`config.mk`:
```
export PLATFORM = sky130hd
export DESIGN_NAME = mac_address_lookup3_hash
export DESIGN_NICKNAME = d
export VERILOG_FILES = /design/src/lk3_pkg.sv /design/src/mac_address_lookup3_hash.sv /design/src/lk3_mix_pipe.sv /design/src/lk3_final_pipe.sv
export SDC_FILE = /design/constraint.sdc
export NUM_CORES = 2
export LEC_CHECK = 0
export CORE_AREA = 2 2 468 470
export DETAILED_ROUTE_END_ITERATION = 8
export DIE_AREA = 0 0 470 472
export DONT_BUFFER_PORTS = 1
export GPL_TIMING_DRIVEN = 0
export MAX_ROUTING_LAYER = met4
export PLACE_DENSITY = 0.59
export SLEW_MARGIN = 30
export SYNTH_ARGS = -nofsm -noshare
export SYNTH_HDL_FRONTEND = slang
export SYNTH_HIERARCHICAL = 1
export SYNTH_SLANG_ARGS = --single-unit
```
`constraint.sdc`:
```
create_clock -name clk -period 9.9 [get_ports clk]
set_clock_uncertainty 0.2 [all_clocks]
set_input_delay 0.99 -clock clk [delete_from_list [all_inputs] [get_ports clk]]
set_output_delay 0.99 -clock clk [all_outputs]
set_load 0.05 [all_outputs]
```
`src/lk3_pkg.sv`:
```
// Shared types, constants and round functions for the lookup3 MAC hash.
`timescale 1ns / 1ps
package lk3_pkg;

  localparam logic [31:0] Golden    = 32'h9e37_79b9;
  localparam logic [31:0] KeyLen    = 32'd6;
  localparam logic [31:0] Extra     = 32'd3923095;
  localparam logic [31:0] InitWord  = Golden + KeyLen + Extra;
  localparam int          MixSteps  = 6;
  localparam int          FinSteps  = 7;

  typedef struct packed {
    logic        valid;
    logic        seeded;
    logic [31:0] key_a;
    logic [15:0] key_b;
    logic [31:0] a;
    logic [31:0] b;
    logic [31:0] c;
  } lk3_mix_t;

  typedef struct packed {
    logic        valid;
    logic [31:0] a;
    logic [31:0] b;
    logic [31:0] c;
  } lk3_fin_t;

  function automatic logic [31:0] rotl32(input logic [31:0] x, input int unsigned s);
    rotl32 = (x << s) | (x >> (32 - s));
  endfunction

  // x -= y; x ^= rotl(y, r)
  function automatic logic [31:0] mix_op(input logic [31:0] x, input logic [31:0] y,
                                         input int unsigned r);
    mix_op = (x - y) ^ rotl32(y, r);
  endfunction

  // x ^= y; x -= rotl(y, r)
  function automatic logic [31:0] fin_op(input logic [31:0] x, input logic [31:0] y,
                                         input int unsigned r);
    fin_op = (x ^ y) - rotl32(y, r);
  endfunction

  function automatic lk3_mix_t mix_step(input lk3_mix_t s, input int unsigned idx);
    lk3_mix_t r;
    r = s;
    case (idx)
      0: begin
        r.a = mix_op(s.a, s.c, 4);
        r.c = s.c + s.b;
      end
      1: begin
        r.b = mix_op(s.b, s.a, 6);
        r.a = s.a + s.c;
      end
      2: begin
        r.c = mix_op(s.c, s.b, 8);
        r.b = s.b + s.a;
      end
      3: begin
        r.a = mix_op(s.a, s.c, 16);
        r.c = s.c + s.b;
      end
      4: begin
        r.b = mix_op(s.b, s.a, 19);
        r.a = s.a + s.c;
      end
      5: begin
        r.c = mix_op(s.c, s.b, 4);
        r.b = s.b + s.a;
      end
      default: r = s;
    endcase
    return r;
  endfunction

  function automatic lk3_fin_t fin_step(input lk3_fin_t s, input int unsigned idx);
    lk3_fin_t r;
    r = s;
    case (idx)
      0: r.c = fin_op(s.c, s.b, 14);
      1: r.a = fin_op(s.a, s.c, 11);
      2: r.b = fin_op(s.b, s.a, 25);
      3: r.c = fin_op(s.c, s.b, 16);
      4: r.a = fin_op(s.a, s.c, 4);
      5: r.b = fin_op(s.b, s.a, 14);
      6: r.c = fin_op(s.c, s.b, 24);
      default: r = s;
    endcase
    return r;
  endfunction

endpackage

```
`src/mac_address_lookup3_hash.sv`:
```
// Top level of the pipelined lookup3 hash of a MAC address with a 64-bit seed.
//
// Usage:
//   Pulse start with mac_addr and hash_seed valid; the beat is taken at that
//   clock edge. busy is always low, so a new beat may be started every cycle.
//   Each beat yields one result: done is high for one cycle with hash_high
//   (word b) and hash_low (word c) on the result ports, in start order.
//   The beat passes one input register, six mix stages, one key-add stage
//   and seven final-round stages; done and the result ports come straight
//   from the last one. Throughput is one beat per cycle, set by the
//   fully pipelined add/xor/rotate stages.
//   A zero seed skips the seed mix: its stages still carry the beat, and the
//   key-add stage starts from the initial words instead.
//   Synchronous reset clears all stage valid bits; beats in flight are
//   dropped and no done pulse follows. The receiver cannot stall; results
//   must be taken in the cycle they appear.
`timescale 1ns / 1ps
module mac_address_lookup3_hash (
  input  logic        clk,
  input  logic        rst,
  input  logic        start,
  output logic        busy,
  input  logic [47:0] mac_addr,
  input  logic [63:0] hash_seed,
  output logic        done,
  output logic [31:0] hash_high,
  output logic [31:0] hash_low
);
  import lk3_pkg::*;

  lk3_mix_t in_reg;
  lk3_mix_t mix_out;
  lk3_fin_t key_reg;
  lk3_fin_t fin_out;

  assign busy = 1'b0;

  always_ff @(posedge clk) begin
    in_reg.valid  <= start;
    in_reg.seeded <= (hash_seed != 64'd0);
    in_reg.key_a  <= {mac_addr[23:16], mac_addr[31:24], mac_addr[39:32], mac_addr[47:40]};
    in_reg.key_b  <= {mac_addr[7:0], mac_addr[15:8]};
    in_reg.a      <= InitWord + hash_seed[63:32];
    in_reg.b      <= InitWord + hash_seed[31:0];
    in_reg.c      <= InitWord;
    if (rst) begin
      in_reg.valid <= 1'b0;
    end
  end

  lk3_mix_pipe u_mix (
    .clk      (clk),
    .rst      (rst),
    .in_beat  (in_reg),
    .out_beat (mix_out)
  );

  always_ff @(posedge clk) begin
    key_reg.valid <= mix_out.valid;
    key_reg.a     <= (mix_out.seeded ? mix_out.a : InitWord) + mix_out.key_a;
    key_reg.b     <= (mix_out.seeded ? mix_out.b : InitWord) + {16'd0, mix_out.key_b};
    key_reg.c     <= mix_out.seeded ? mix_out.c : InitWord;
    if (rst) begin
      key_reg.valid <= 1'b0;
    end
  end

  lk3_final_pipe u_final (
    .clk      (clk),
    .rst      (rst),
    .in_beat  (key_reg),
    .out_beat (fin_out)
  );

  assign done      = fin_out.valid;
  assign hash_high = fin_out.b;
  assign hash_low  = fin_out.c;

endmodule

```
`src/lk3_mix_pipe.sv`:
```
// Seed mix round, one line of the round per register stage.
`timescale 1ns / 1ps
module lk3_mix_pipe (
  input  logic              clk,
  input  logic              rst,
  input  lk3_pkg::lk3_mix_t in_beat,
  output lk3_pkg::lk3_mix_t out_beat
);
  import lk3_pkg::*;

  lk3_mix_t stage [MixSteps];

  always_ff @(posedge clk) begin
    stage[0] <= mix_step(in_beat, 0);
    for (int i = 1; i < MixSteps; i++) begin
      stage[i] <= mix_step(stage[i-1], i);
    end
    if (rst) begin
      for (int i = 0; i < MixSteps; i++) begin
        stage[i].valid <= 1'b0;
      end
    end
  end

  assign out_beat = stage[MixSteps-1];

endmodule

```
`src/lk3_final_pipe.sv`:
```
// Final round, one line of the round per register stage.
`timescale 1ns / 1ps
module lk3_final_pipe (
  input  logic              clk,
  input  logic              rst,
  input  lk3_pkg::lk3_fin_t in_beat,
  output lk3_pkg::lk3_fin_t out_beat
);
  import lk3_pkg::*;

  lk3_fin_t stage [FinSteps];

  always_ff @(posedge clk) begin
    stage[0] <= fin_step(in_beat, 0);
    for (int i = 1; i < FinSteps; i++) begin
      stage[i] <= fin_step(stage[i-1], i);
    end
    if (rst) begin
      for (int i = 0; i < FinSteps; i++) begin
        stage[i].valid <= 1'b0;
      end
    end
  end

  assign out_beat = stage[FinSteps-1];

endmodule
```
==> impl_results.md <==
* Gate Count Post-Synth at 7396
* CP Capture Type: flop
* Root Driver: clkbuf_16
* Largest net degree at the start of global routing at 17
* I/O Buffers at 0
* RSZ-0062 raised after global routing: false
* Final setup violation count at 0
* TritonCTS clock tree: built
* Post-DRT Antenna Nets at 0
* Least-Margin Pin Slew at 1.02 ns
* Mapped cell area at 74200 sq um
* Post-CTS sizing at 0
* Chip width at 470 um
* Bufs on Longest Clock Path at 3
* Data required, critical path at 10.43 ns
* Placeable Area at 217000 sq um
* Total setup buffers inserted after CTS at 0
* Post-route cell area at 85600 sq um
* First-pass GRT wire length at 312000 um
* Vias per std cell at 4.77
* Drc violations at 0
* I/O pin total at 181
* Critical Path AT at 5.58 ns
* Hold Crit Class: primary input to flop
* Clock Sinks at 1702
* Num rows at 171
* Clk pin slew, worst setup/hold paths at 0.06 ns
* CTS buffer count at 183
* FMAX at 198 MHz
* Yosys warnings at 6
* GRT Overall Usage at 0.191
* Post-Layout Cell Count at 10770
* R2r setup slk at 4.85 ns
* Worst Path Max Fanout at 10
* RePlAce Congestion at 0.981
* Avg WL per Cell at 19.6 um
* Iteration-0 DRC Markers at 2359
* Slew Limit Fails at 0
* GR Overflow Total at 0
* Area Growth Syn to Fin at 15.3%
* Max-Cap Viols at 0
* Layout cell share with drive strength beyond 1 at 0.0725
* Critical Path Source Type: flop
* Outcome: finished clean
* Worst-Skew Late Latency at 0.85 ns
* Mapped Avg Cell Area at 10.0 sq um
* Via count at 51344
* WS Path Type: flop to flop
* Tcrit/Tclk final at 0.510
* DP Area at 78200 sq um
* Initial antenna violation count at 1
* Largest register FFs at 876
* Number of global-route vias before repair at 52756
* Worst rel slew slack at 0.314
* Die Area at 222000 sq um
* Final setup TNS at 0 ns
* H-tree depth at 4
* Initial core utilization at 0.343
* Chip height at 472 um
* Hold Fails Final Rpt at 0
* Post-DP HPWL at 173000 um
* Detailed Routing Iterations Pass 1 at 6
* Placed insts at 10347
* Final WL at 211000 um
* Tmin final at 5.05 ns
* Final #Nets at 8538
* Hold_buf cts at 83
-- cell type report --
class                           instances  area (sq um)
Multi-Input combinational cell       5001         37000
Buffer                                237          1450
Timing Repair Buffer                   83           831
Clock buffer                          255          5370
Inverter                              553          2080
Tap cell                             2854          3570
Fill cell                           21176        131000
Antenna cell                            1          2.50
Clock inverter                         84          1220
Sequential cell                      1702         34100
-- layout by cell type, fill, tap and decap left out, drive strengths merged, types with 34 or more instances in the layout --
master / n
dfxtp: 1702
ha: 641
xnor2: 608
a21oi: 586
inv: 561
xor2: 477
nand2: 370
clkbuf: 333
a21o: 331
o21ai: 296
nor2: 259
buf: 159
nand3: 116
nor2b: 111
nand2b: 104
conb: 99
o21bai: 90
dlygate4sd3: 83
o21a: 76
and2: 72
nor3: 68
nand4: 67
a31oi: 62
and3: 57
a211oi: 55
clkinv: 45
o211ai: 34
-- final timing paths --
path | startpoint | end | cells after the start
max | u_mix/stage[0][874]$_DFF_P_ | key_reg[54]$_DFF_P_ | 13
min | hash_seed[54] | in_reg[86]$_DFF_P_ | 1
max reg2reg | u_mix/stage[0][874]$_DFF_P_ | key_reg[54]$_DFF_P_ | 13
min reg2reg | u_final/stage[2][95]$_DFF_P_ | u_final/stage[3][95]$_DFF_P_ | 0
-- worst max-delay path: stages, from the launching register on --
cell and delay [ns]:
dfxtp_1 0.40, buf_4 0.16, clkbuf_1 0.37, clkbuf_1 0.59, clkbuf_1 0.68, and2_1 0.26
ha_1 0.27, o21ai_1 0.13, a21boi_1 0.13, o31ai_1 0.65, o211ai_1 0.37, a21oi_2 0.37
nor4_1 0.10, o31a_1 0.25
-- layer usage --
layer  track usage  routed length, um
met5             -                  0
met4         0.155              19300
met1         0.170              73400
met3        0.0237               6050
met2         0.362             112000
-- stage by stage --
stage	util	setup slack [ns]	hold slack (ns)
floorplan	-	6.39	0.110
global placement	0.361	4.55	0.110
detailed placement	0.361	4.80	0.112
CTS	0.395	4.78	0.00197
global route	0.395	4.63	0.0354
finish	0.395	4.85	0.0705
Power is left out: the tool's default activity adds up to more than one toggle a clock period on the data nets, which glitch-free logic cannot reach.
